===== src/rtl/gce_pkg.sv =====
// shared widths, register indexes, mode codes and result constants
// of the correlation moment estimator; no dependencies
package gce_pkg;

  // field widths
  localparam int RES_W      = 16;
  localparam int RHO_W      = 18;
  localparam int MODE_W     = 2;
  localparam int VPC_W      = 9;
  localparam int PC_W       = 8;
  localparam int DISP_W     = 16;
  localparam int CFG_IDX_W  = 2;
  localparam int CFG_DATA_W = 16;

  // default cluster size limit
  localparam int DEF_MAX_VALUES = 256;

  // configuration register indexes
  localparam logic [CFG_IDX_W-1:0] CFG_MODE = 2'd0;
  localparam logic [CFG_IDX_W-1:0] CFG_VPC  = 2'd1;
  localparam logic [CFG_IDX_W-1:0] CFG_PC   = 2'd2;
  localparam logic [CFG_IDX_W-1:0] CFG_DISP = 2'd3;

  // mode codes
  localparam logic [MODE_W-1:0] MODE_INDEP = 2'd0;
  localparam logic [MODE_W-1:0] MODE_EXCH  = 2'd1;
  localparam logic [MODE_W-1:0] MODE_AR1   = 2'd2;

  // register reset values
  localparam logic [VPC_W-1:0]  VPC_RESET  = 9'd2;
  localparam logic [DISP_W-1:0] DISP_RESET = 16'd256;

  // q1.16 constants
  localparam logic signed [RHO_W-1:0] FB_EXCH = 18'sd52429;  // 0.8
  localparam logic signed [RHO_W-1:0] FB_AR1  = 18'sd32768;  // 0.5
  localparam int                      ONE_Q16 = 65536;       // 1.0

endpackage


===== src/rtl/gce_if.sv =====
// valid/ready channel interfaces: residual input, estimate output, config writes
// depends on gce_pkg
interface gce_in_if import gce_pkg::*; ();
  logic                    valid;
  logic                    ready;
  logic signed [RES_W-1:0] residual;
  logic                    last;

  modport source (output valid, residual, last, input ready);
  modport sink   (input valid, residual, last, output ready);
endinterface

interface gce_out_if import gce_pkg::*; ();
  logic                    valid;
  logic                    ready;
  logic signed [RHO_W-1:0] rho;
  logic                    fallback_used;

  modport source (output valid, rho, fallback_used, input ready);
  modport sink   (input valid, rho, fallback_used, output ready);
endinterface

interface gce_cfg_if import gce_pkg::*; ();
  logic                  valid;
  logic                  ready;
  logic [CFG_IDX_W-1:0]  index;
  logic [CFG_DATA_W-1:0] data;

  modport source (output valid, index, data, input ready);
  modport sink   (input valid, index, data, output ready);
endinterface


===== src/rtl/gee_correlation_estimator.sv =====
// working-correlation moment estimator, top level
// depends on gce_pkg and the channel interfaces in gce_if.sv
//
// Residuals (signed Q8.8) stream in cluster order, values_per_cluster words per
// cluster. Exchangeable mode accumulates the running cluster sum times each new
// residual, ar1 mode the product with the previous residual of the same
// cluster; the 64-bit total saturates. The word marked last closes the data
// set: the total is divided by (pairs - parameter_count) * dispersion, the
// Q1.16 estimate is range checked, and one result word goes out, either the
// estimate or the fallback (0.8 exchangeable, 0.5 ar1) with fallback_used set.
// Independence mode always answers 0. One signed 26x18 multiplier with a
// registered product is shared by everything: the per-residual product, the
// pair count, the denominator (two half products) and the lower range test.
// A residual without last occupies the block while it is accepted and then
// accumulated into the total. The last residual also runs the finishing
// steps in exchangeable and ar1 mode, among them the shift-subtract divider
// (one quotient bit per cycle), and goes straight to the result step in
// independence mode; the result step waits while an earlier result word is
// still held in the output register. in ready is high only between items; a
// finished result sits in the output register and does not hold up the next
// residual. Configuration writes are always taken.
module gee_correlation_estimator import gce_pkg::*; #(
  parameter int MAX_VALUES_PER_CLUSTER = DEF_MAX_VALUES
) (
  input  logic       clk,
  input  logic       rst_n,
  gce_in_if.sink     in_ch,
  gce_out_if.source  out_ch,
  gce_cfg_if.sink    cfg_ch
);

  // sequencer codes
  localparam logic [3:0] S_IDLE  = 4'd0;   // waiting for a residual
  localparam logic [3:0] S_ACC   = 4'd1;   // add product into total
  localparam logic [3:0] S_PER   = 4'd2;   // pairs per cluster
  localparam logic [3:0] S_PAIRS = 4'd3;   // clusters times pairs per cluster
  localparam logic [3:0] S_SUB   = 4'd4;   // minus parameter count
  localparam logic [3:0] S_MLO   = 4'd5;   // low half times dispersion
  localparam logic [3:0] S_MHI   = 4'd6;   // high half times dispersion
  localparam logic [3:0] S_DEN   = 4'd7;   // assemble denominator, load divider
  localparam logic [3:0] S_DIV   = 4'd8;   // one quotient bit per cycle
  localparam logic [3:0] S_CHK   = 4'd9;   // quotient times (dim - 1), ar1 times 1
  localparam logic [3:0] S_RES   = 4'd10;  // range test, load output word

  localparam int          DIV_STEPS = 19;  // quotient bits 18 down to 0
  localparam logic [4:0]  DIV_LAST  = 5'(DIV_STEPS - 1);

  // configuration registers
  logic [MODE_W-1:0] mode_r;
  logic [VPC_W-1:0]  vpc_r;
  logic [PC_W-1:0]   pc_r;
  logic [DISP_W-1:0] disp_r;

  // data set state
  logic signed [23:0] cs_r;       // running cluster sum, q16.8
  logic signed [15:0] prev_r;     // previous residual
  logic signed [63:0] num_r;      // product total, q48.16
  logic [VPC_W-1:0]   pos_r;      // position in cluster
  logic [23:0]        count_r;    // completed clusters

  // sequencer and finishing registers
  logic [3:0]         state_r, state_nxt;
  logic               last_r;
  logic               indep_r;
  logic [24:0]        clusters_r;
  logic               pneg_r;     // pair count negative
  logic [41:0]        pmag_r;     // pair count magnitude
  logic [36:0]        lo_r;       // low half of denominator product
  logic [71:0]        rem_r;      // divider remainder
  logic [75:0]        dvs_r;      // shifted divisor
  logic [18:0]        q_r;        // quotient, q1.16 magnitude plus overflow bit
  logic [4:0]         div_cnt_r;
  logic               neg_r;
  logic               den_zero_r;
  logic signed [43:0] prod_r;     // shared multiplier output

  // output register
  logic                    out_valid_r;
  logic signed [RHO_W-1:0] rho_r;
  logic                    fb_r;

  // combinational helpers
  logic [VPC_W-1:0]   dim, dim_m1, pos_eff;
  logic signed [23:0] cs_eff;
  logic signed [24:0] cs_sum;
  logic [VPC_W:0]     pos_inc;
  logic               accept, out_free;
  logic signed [25:0] mul_a;
  logic signed [17:0] mul_b;
  logic [16:0]        per;
  logic signed [43:0] pairs;
  logic [64:0]        acc_sum;
  logic [63:0]        num_mag;
  logic [57:0]        den_sum;
  logic               div_ge;
  logic signed [RHO_W-1:0] res_rho;
  logic               res_fb;

  assign accept   = in_ch.valid && in_ch.ready;
  assign out_free = !out_valid_r || out_ch.ready;

  assign in_ch.ready         = (state_r == S_IDLE);
  assign cfg_ch.ready        = 1'b1;
  assign out_ch.valid        = out_valid_r;
  assign out_ch.rho          = rho_r;
  assign out_ch.fallback_used = fb_r;

  // effective cluster size, clamped to [2, MAX_VALUES_PER_CLUSTER]
  always_comb begin
    if (vpc_r < 9'd2) begin
      dim = 9'd2;
    end else if (int'(vpc_r) > MAX_VALUES_PER_CLUSTER) begin
      dim = VPC_W'(MAX_VALUES_PER_CLUSTER);
    end else begin
      dim = vpc_r;
    end
  end
  assign dim_m1 = dim - 9'd1;

  // a size change can leave the position past the end: restart the cluster
  assign pos_eff = (pos_r >= dim) ? '0 : pos_r;
  assign cs_eff  = (pos_eff == '0) ? '0 : cs_r;
  assign cs_sum  = 25'(cs_eff) + 25'(in_ch.residual);
  assign pos_inc = {1'b0, pos_eff} + 10'd1;

  // pairs per cluster from the product of the previous cycle
  assign per = (mode_r == MODE_EXCH) ? prod_r[17:1] : prod_r[16:0];

  assign pairs   = prod_r - $signed({36'b0, pc_r});
  assign acc_sum = {num_r[63], num_r} + {{21{prod_r[43]}}, prod_r};
  assign num_mag = num_r[63] ? (64'd0 - num_r) : num_r;
  assign den_sum = {21'b0, lo_r} + {prod_r[36:0], 21'b0};
  assign div_ge  = ({4'b0, rem_r} >= dvs_r);

  // shared multiplier operand selection
  always_comb begin
    mul_a = '0;
    mul_b = '0;
    case (state_r)
      S_IDLE: begin
        if (mode_r == MODE_EXCH) begin
          mul_a = 26'(cs_eff);
          mul_b = 18'(in_ch.residual);
        end else if (mode_r == MODE_AR1 && pos_eff != '0) begin
          mul_a = 26'(prev_r);
          mul_b = 18'(in_ch.residual);
        end
      end
      S_PER: begin
        if (mode_r == MODE_EXCH) begin
          mul_a = {17'b0, dim};
          mul_b = {9'b0, dim_m1};
        end else begin
          mul_a = {17'b0, dim_m1};
          mul_b = 18'sd1;
        end
      end
      S_PAIRS: begin
        mul_a = {1'b0, clusters_r};
        mul_b = {1'b0, per};
      end
      S_MLO: begin
        mul_a = {5'b0, pmag_r[20:0]};
        mul_b = {2'b0, disp_r};
      end
      S_MHI: begin
        mul_a = {5'b0, pmag_r[41:21]};
        mul_b = {2'b0, disp_r};
      end
      S_CHK, S_RES: begin
        // lower bound test: q > floor(1/(dim-1)) exactly when q*(dim-1) > 1
        // kept through the result step while the output word waits
        mul_a = {8'b0, q_r[17:0]};
        mul_b = (mode_r == MODE_EXCH) ? {9'b0, dim_m1} : 18'sd1;
      end
      default: begin
        mul_a = '0;
        mul_b = '0;
      end
    endcase
  end

  // range test and fallback selection
  always_comb begin
    res_rho = '0;
    res_fb  = 1'b0;
    if (indep_r) begin
      res_rho = '0;
    end else if (den_zero_r || q_r[18]) begin
      res_fb = 1'b1;
    end else if (q_r == '0) begin
      res_rho = '0;
    end else if (neg_r) begin
      if (prod_r > 44'sd65536) res_fb = 1'b1;
      else res_rho = -$signed(q_r[17:0]);
    end else begin
      if (int'(q_r) > ONE_Q16) res_fb = 1'b1;
      else res_rho = $signed(q_r[17:0]);
    end
    if (res_fb) res_rho = (mode_r == MODE_EXCH) ? FB_EXCH : FB_AR1;
  end

  // next state
  always_comb begin
    state_nxt = state_r;
    case (state_r)
      S_IDLE:  if (accept) state_nxt = S_ACC;
      S_ACC: begin
        if (!last_r) state_nxt = S_IDLE;
        else if (mode_r == MODE_EXCH || mode_r == MODE_AR1) state_nxt = S_PER;
        else state_nxt = S_RES;
      end
      S_PER:   state_nxt = S_PAIRS;
      S_PAIRS: state_nxt = S_SUB;
      S_SUB:   state_nxt = S_MLO;
      S_MLO:   state_nxt = S_MHI;
      S_MHI:   state_nxt = S_DEN;
      S_DEN:   state_nxt = S_DIV;
      S_DIV:   if (div_cnt_r == DIV_LAST) state_nxt = S_CHK;
      S_CHK:   state_nxt = S_RES;
      S_RES:   if (out_free) state_nxt = S_IDLE;
      default: state_nxt = S_IDLE;
    endcase
  end

  // configuration writes
  always_ff @(posedge clk) begin
    if (!rst_n) begin
      mode_r <= MODE_INDEP;
      vpc_r  <= VPC_RESET;
      pc_r   <= '0;
      disp_r <= DISP_RESET;
    end else if (cfg_ch.valid && cfg_ch.ready) begin
      case (cfg_ch.index)
        CFG_MODE: mode_r <= cfg_ch.data[MODE_W-1:0];
        CFG_VPC:  vpc_r  <= cfg_ch.data[VPC_W-1:0];
        CFG_PC:   pc_r   <= cfg_ch.data[PC_W-1:0];
        CFG_DISP: disp_r <= cfg_ch.data[DISP_W-1:0];
        default: begin
        end
      endcase
    end
  end

  // sequencer, data set state and output register
  always_ff @(posedge clk) begin
    if (!rst_n) begin
      state_r     <= S_IDLE;
      cs_r        <= '0;
      prev_r      <= '0;
      num_r       <= '0;
      pos_r       <= '0;
      count_r     <= '0;
      last_r      <= 1'b0;
      indep_r     <= 1'b0;
      div_cnt_r   <= '0;
      out_valid_r <= 1'b0;
    end else begin
      state_r <= state_nxt;
      // a new word replaces the old one, else a taken word empties the register
      if (state_r == S_RES && out_free) begin
        out_valid_r <= 1'b1;
      end else if (out_ch.ready) begin
        out_valid_r <= 1'b0;
      end
      case (state_r)
        S_IDLE: begin
          if (accept) begin
            last_r <= in_ch.last;
            prev_r <= in_ch.residual;
            if (pos_inc >= {1'b0, dim}) begin
              // cluster complete
              pos_r <= '0;
              cs_r  <= '0;
              if (count_r != '1) count_r <= count_r + 24'd1;
            end else begin
              pos_r <= pos_inc[VPC_W-1:0];
              if (cs_sum[24] != cs_sum[23]) cs_r <= cs_sum[24] ? 24'sh800000 : 24'sh7FFFFF;
              else cs_r <= cs_sum[23:0];
            end
          end
        end
        S_ACC: begin
          // saturating add into the 64-bit total
          if (acc_sum[64] != acc_sum[63]) begin
            num_r <= acc_sum[64] ? {1'b1, 63'b0} : {1'b0, {63{1'b1}}};
          end else begin
            num_r <= acc_sum[63:0];
          end
          indep_r <= !(mode_r == MODE_EXCH || mode_r == MODE_AR1);
        end
        S_DEN:  div_cnt_r <= '0;
        S_DIV:  div_cnt_r <= div_cnt_r + 5'd1;
        S_RES: begin
          if (out_free) begin
            cs_r        <= '0;
            prev_r      <= '0;
            num_r       <= '0;
            pos_r       <= '0;
            count_r     <= '0;
          end
        end
        default: begin
        end
      endcase
    end
  end

  // datapath registers without reset
  always_ff @(posedge clk) begin
    prod_r <= mul_a * mul_b;
    case (state_r)
      S_ACC:   clusters_r <= {1'b0, count_r} + {24'b0, (pos_r != '0)};
      S_SUB: begin
        pneg_r <= pairs[43];
        pmag_r <= pairs[43] ? 42'(-pairs) : pairs[41:0];
      end
      S_MHI:   lo_r <= prod_r[36:0];
      S_DEN: begin
        rem_r      <= {num_mag, 8'b0};
        dvs_r      <= {den_sum, 18'b0};
        den_zero_r <= (den_sum == '0);
        neg_r      <= num_r[63] ^ pneg_r;
        q_r        <= '0;
      end
      S_DIV: begin
        if (div_ge) rem_r <= rem_r - dvs_r[71:0];
        q_r   <= {q_r[17:0], div_ge};
        dvs_r <= {1'b0, dvs_r[75:1]};
      end
      S_RES: begin
        if (out_free) begin
          rho_r <= res_rho;
          fb_r  <= res_fb;
        end
      end
      default: begin
      end
    endcase
  end

  // an accepted residual always keeps the block busy for the next cycle
  a_busy_after_accept: assert property (@(posedge clk) disable iff (!rst_n)
    accept |=> !in_ch.ready)
    else $error("input taken twice in a row");

  // a result word appears only out of the result step
  a_out_from_res: assert property (@(posedge clk) disable iff (!rst_n)
    $rose(out_valid_r) |-> $past(state_r) == S_RES)
    else $error("result word without a finished data set");

  // a flagged result carries one of the fallback constants
  a_fb_value: assert property (@(posedge clk) disable iff (!rst_n)
    (out_valid_r && fb_r) |-> (rho_r == FB_EXCH || rho_r == FB_AR1))
    else $error("fallback flag with a non-default estimate");

  // the data set state is cleared once its result is loaded
  a_clear_after_res: assert property (@(posedge clk) disable iff (!rst_n)
    (state_r == S_RES && out_free) |=> (num_r == '0 && count_r == '0 && pos_r == '0))
    else $error("data set state not cleared after result");

  // the divider never runs past its last bit
  a_div_bound: assert property (@(posedge clk) disable iff (!rst_n)
    (state_r == S_DIV) |-> (div_cnt_r <= DIV_LAST))
    else $error("divider ran past its last bit");

endmodule


===== src/flat_wrapper.sv =====
// flat-port wrapper written by rule: the top's interface ports become plain ports
module gee_correlation_estimator_flat import gce_pkg::*;
#(
  parameter int MAX_VALUES_PER_CLUSTER = DEF_MAX_VALUES
)
  (clk, rst_n, in_ch_valid, in_ch_residual, in_ch_last, in_ch_ready, out_ch_valid, out_ch_rho, out_ch_fallback_used, out_ch_ready, cfg_ch_valid, cfg_ch_index, cfg_ch_data, cfg_ch_ready);
  gce_in_if in_ch_i ();
  gce_out_if out_ch_i ();
  gce_cfg_if cfg_ch_i ();
  input  logic clk;
  input  logic rst_n;
  input wire logic [$bits(in_ch_i.valid)-1:0] in_ch_valid;
  input wire logic [$bits(in_ch_i.residual)-1:0] in_ch_residual;
  input wire logic [$bits(in_ch_i.last)-1:0] in_ch_last;
  output wire logic [$bits(in_ch_i.ready)-1:0] in_ch_ready;
  output wire logic [$bits(out_ch_i.valid)-1:0] out_ch_valid;
  output wire logic [$bits(out_ch_i.rho)-1:0] out_ch_rho;
  output wire logic [$bits(out_ch_i.fallback_used)-1:0] out_ch_fallback_used;
  input wire logic [$bits(out_ch_i.ready)-1:0] out_ch_ready;
  input wire logic [$bits(cfg_ch_i.valid)-1:0] cfg_ch_valid;
  input wire logic [$bits(cfg_ch_i.index)-1:0] cfg_ch_index;
  input wire logic [$bits(cfg_ch_i.data)-1:0] cfg_ch_data;
  output wire logic [$bits(cfg_ch_i.ready)-1:0] cfg_ch_ready;
  assign in_ch_i.valid = in_ch_valid;
  assign in_ch_i.residual = in_ch_residual;
  assign in_ch_i.last = in_ch_last;
  assign in_ch_ready = in_ch_i.ready;
  assign out_ch_valid = out_ch_i.valid;
  assign out_ch_rho = out_ch_i.rho;
  assign out_ch_fallback_used = out_ch_i.fallback_used;
  assign out_ch_i.ready = out_ch_ready;
  assign cfg_ch_i.valid = cfg_ch_valid;
  assign cfg_ch_i.index = cfg_ch_index;
  assign cfg_ch_i.data = cfg_ch_data;
  assign cfg_ch_ready = cfg_ch_i.ready;
  gee_correlation_estimator #(.MAX_VALUES_PER_CLUSTER(MAX_VALUES_PER_CLUSTER)) u_core (.clk(clk), .rst_n(rst_n), .in_ch(in_ch_i), .out_ch(out_ch_i), .cfg_ch(cfg_ch_i));
endmodule

===== config.mk =====
export PLATFORM = sky130hd
export DESIGN_NAME = gee_correlation_estimator_flat
export DESIGN_NICKNAME = d
export VERILOG_FILES = /design/src/rtl/gce_pkg.sv /design/src/rtl/gce_if.sv /design/src/rtl/gee_correlation_estimator.sv /design/src/flat_wrapper.sv
export SDC_FILE = /design/constraint.sdc
export NUM_CORES = 2
export LEC_CHECK = 0
export BUFFER_PORTS_ARGS = -buffer_cell sky130_fd_sc_hd__buf_2
export CAP_MARGIN = 10
export CORE_AREA = 2 2 345 347
export DETAILED_ROUTE_END_ITERATION = 8
export DIE_AREA = 0 0 347 349
export MAX_ROUTING_LAYER = met4
export PLACE_DENSITY_LB_ADDON = 0.1
export SKIP_LAST_GASP = 1
export SYNTH_ARGS = -nofsm -noshare
export SYNTH_HDL_FRONTEND = slang
export SYNTH_SLANG_ARGS = --single-unit

===== constraint.sdc =====
create_clock -name clk -period 9.2 [get_ports clk]
set_input_delay 1.84 -clock clk [delete_from_list [all_inputs] [get_ports clk]]
set_output_delay 1.84 -clock clk [all_outputs]
set_load 0.005 [all_outputs]

==> results.toml <==
[clock_tree]
cts_num_sinks = 521
cts.path.max_buffers = 3
clock_latency_ns = 0.67
cts_tree = "yes"
root_buffer = "clkbuf_16"
cts_max_level = 3
cts_hold_buffers = 0
cts_made_buffers = 68
clk_pin_slew_ns = 0.06

[die]
die_w_um = 347
num_io_pins = 62
rows = 126
start_util_pct = 44.69
die_h_um = 349
dieArea_um2 = 121100
core_area_um2 = 117500

[global_route]
grt_max_degree = 86
grt_pass1_wl_um = 273700
gr-total-overflow = 0
grt_use_total_pct = 30.14
grt_pass1_vias = 45740
antenna_found_initial = 3

[power]
p_leak_uw = 0.02704
power_density_nw_per_um2 = 113.7
ir_worst_vdd_mv = 0.1236
p_total_uw = 7000

[drt]
drt_pass1_iterations = 6
drc = 0
drt_wl_total_um = 177300
viasPerCell = 5.596
ant_nets = 0
routed-via-count = 45350
wl_per_cell_um = 21.88
drtIter0Drc = 3814

[synth]
synth_edf_count = 293
async_flop_share_pct = 0
avgSynthCellArea_um2 = 8.519
yosysUniqueCellTypes = 88
ys_warn_count = 0
syn_inst = 6161
synth_flop_cell = "edfxtp_1"
syn_area_um2 = 52480
synthesis.nets = 6988
ys_seq_area_share_pct = 25.46
synth_seq_cells = 521

[timing]
hold_viol_final = 0
finalCriticalPeriod_ns = 9.218
tns_ns = -0.04193
clock.fmax_ghz = 0.1085
worst_slack_ns = -0.01804
relSlewSlack_pct = 20.24
finalClockSkew_ns = 0.05416
slew_viol_final = 0
rsz0062_at_grt = "yes"
period_share_pct = 100.2
worst_slew_pin_slew_ns = 1.187
setup_viol = 3

[worst_hold_path]
min_from = "u_core.div_cnt_r[4]"
hold_path_class = "reg2reg"
min_to = "u_core.div_cnt_r[4]"
min_path_cells = 1

[finish]
drive_above_1_share_pct = 14.28
area_growth_pct = 17.32
final_cell_count_no_fill = 8104
nets = 7339
final_area_um2 = 61570
final_common_cell = "nand2_1"
nFillCells = 11150
ff_latch_area_um2 = 13370
layout_common_cells = "nand2_1, inv_1, nor2_1"
multi_input_area_um2 = 36250

[worst_setup_path]
ff2ff_path_depth = 44
crit_fanout = 5
critPathMostFrequentCell = "a21o_1"
critical_path_class = "reg2reg"
cpPeakStageDelay_ns = 0.58
worstSetupStartpointType = "flop"
r2r-end = "u_core.prod_r[40]"
endpoint_kind = "flop"
reg2reg_from = "u_core.vpc_r[5]"
cp.required_ns = 9.74
critPathSlowestCell = "fa_1"
arrival_ns = 9.76
reg2reg_setup_slack_ns = -0.02

[placed_design]
dp.cells = 7902
portBuffers = 60
gp_congestion = 0.9865
placed_cell_area_um2 = 57500
dpl.hpwl_um = 141600

[run]
drv_cap = 0

[status]
violations = "setup timing"
status = "complete, but fails checks"
-- routing by layer --
metal	vias to the layer above	GRT usage, %	part of all wire (%)
met2	1338	49.73	47
li1	21510	-	-
met3	282	3.332	6.1
met1	22220	38.90	43
met4	0	9.441	3.5
met5	-	-	0
-- what timing repair did --
item | in CTS | in global routing
cloned | 2 | 0
endpoints found under the setup margin | 26 | 25
setup buffers | 59 | 18
resized for setup | 196 | 58
pin swaps | 129 | 66
-- area by class of cell --
class	count	share of cell area (%)
Multi-Input combinational cell	4599	58.88
Clock inverter	37	0.8697
Tap cell	1536	3.121
Timing Repair Buffer	588	7.933
Inverter	734	4.481
Clock buffer	88	2.999
Sequential cell	521	21.71
Antenna cell	1	0.004064
-- kinds of logic after synthesis --
group / synth area share [%]
XOR/XNOR: 6.725
AND/OR/NAND/NOR: 17.92
other: 0.007145
flip-flops: 25.46
buffers and inverters: 7.460
adder cells (fa/ha/maj): 25.39
multiplexers: 0.8654
AO/OA/AOI/OAI: 16.17
-- cell usage after synthesis (all sizes together) (17+ instances only) --
master / count / area (um2)
o41ai: 17 / 156.4
a21o: 145 / 1089
nor3b: 20 / 150.1
and2: 102 / 638.1
edfxtp: 293 / 8798
o21ai: 334 / 1672
or3: 57 / 366.6
nand4: 47 / 294.0
o21a: 20 / 150.1
nor2b: 97 / 606.8
a2111oi: 17 / 148.9
xnor2: 296 / 2592
mux2i: 42 / 420.4
nand3: 109 / 545.5
a221oi: 31 / 271.5
or4: 17 / 131.4
o21bai: 40 / 300.3
and3: 48 / 300.3
inv: 733 / 2751
fa: 462 / 9249
a222oi: 17 / 170.2
a211oi: 21 / 157.7
nor3: 89 / 445.4
nor4: 28 / 175.2
o211ai: 57 / 427.9
or2: 27 / 168.9
dfxtp: 228 / 4564
a31oi: 25 / 156.4
clkbuf: 285 / 1070
o31ai: 37 / 291.5
nand2b: 33 / 206.5
nor2: 497 / 1866
xor2: 107 / 937.2
ha: 325 / 4066
a22oi: 34 / 255.2
a21oi: 358 / 1792
nand2: 828 / 3108
a21boi: 33 / 247.7
a221o: 32 / 320.3
buf: 22 / 90.08
-- metrics by stage --
step           utilization (%)  hold WS (ns)  worst slack (ns)
3_5_place_dp             48.96        0.4474           -0.8971
2_1_floorplan                -        0.4221          -0.04151
3_3_place_gp             48.96        0.4420           -0.8210
4_1_cts                  52.08        0.4596         0.0006102
5_1_grt                  52.42        0.4866           -0.3757
6_report                 52.42        0.4596          -0.01804
-- registers in the layout, summed over array words and instances, names as in the netlist, 9 cells and up --
register,flops
u_core.dvs_r,76
u_core.rem_r,72
u_core.num_r,64
u_core.prod_r,44
u_core.pmag_r,42
u_core.lo_r,37
u_core.clusters_r,25
u_core.count_r,24
u_core.cs_r,24
u_core.q_r,19
u_core.out_ch.rho,18
u_core.disp_r,16
u_core.prev_r,16
u_core.pos_r,9
u_core.vpc_r,9
-- power by group --
group	switching [uW]	leakage (uW)	internal [uW]
logic	906	0.0213	569
registers	104	0.00463	2580
clock network	1150	0.00114	1690
total	2160	0.0270	4840
-- how the worst max path moves through the flow --
stage / from / to / slack, ns / cells past startpoint
after CTS: u_core.vpc_r[7] / u_core.prod_r[40] / 0.0006 / 45
after global placement: u_core.vpc_r[4] / u_core.prod_r[41] / -0.82 / 42
after floorplan: u_core.vpc_r[5] / u_core.prod_r[41] / -0.04 / 46
after global routing: u_core.vpc_r[5] / u_core.prod_r[32] / -0.38 / 43
final: u_core.vpc_r[5] / u_core.prod_r[40] / -0.02 / 44
after detailed placement: u_core.vpc_r[4] / u_core.prod_r[41] / -0.90 / 42
-- worst max-delay path, delay by kind of cell, from the launching register on --
family	cells	cell delay, ns
xor+xnor	1	0.16
simple gates	8	1.24
fa+ha+maj	9	3.59
flops	1	0.33
buf+inv	10	0.83
compound gates	16	2.94
No activity file was read; power rests on OpenSTA's default activity.
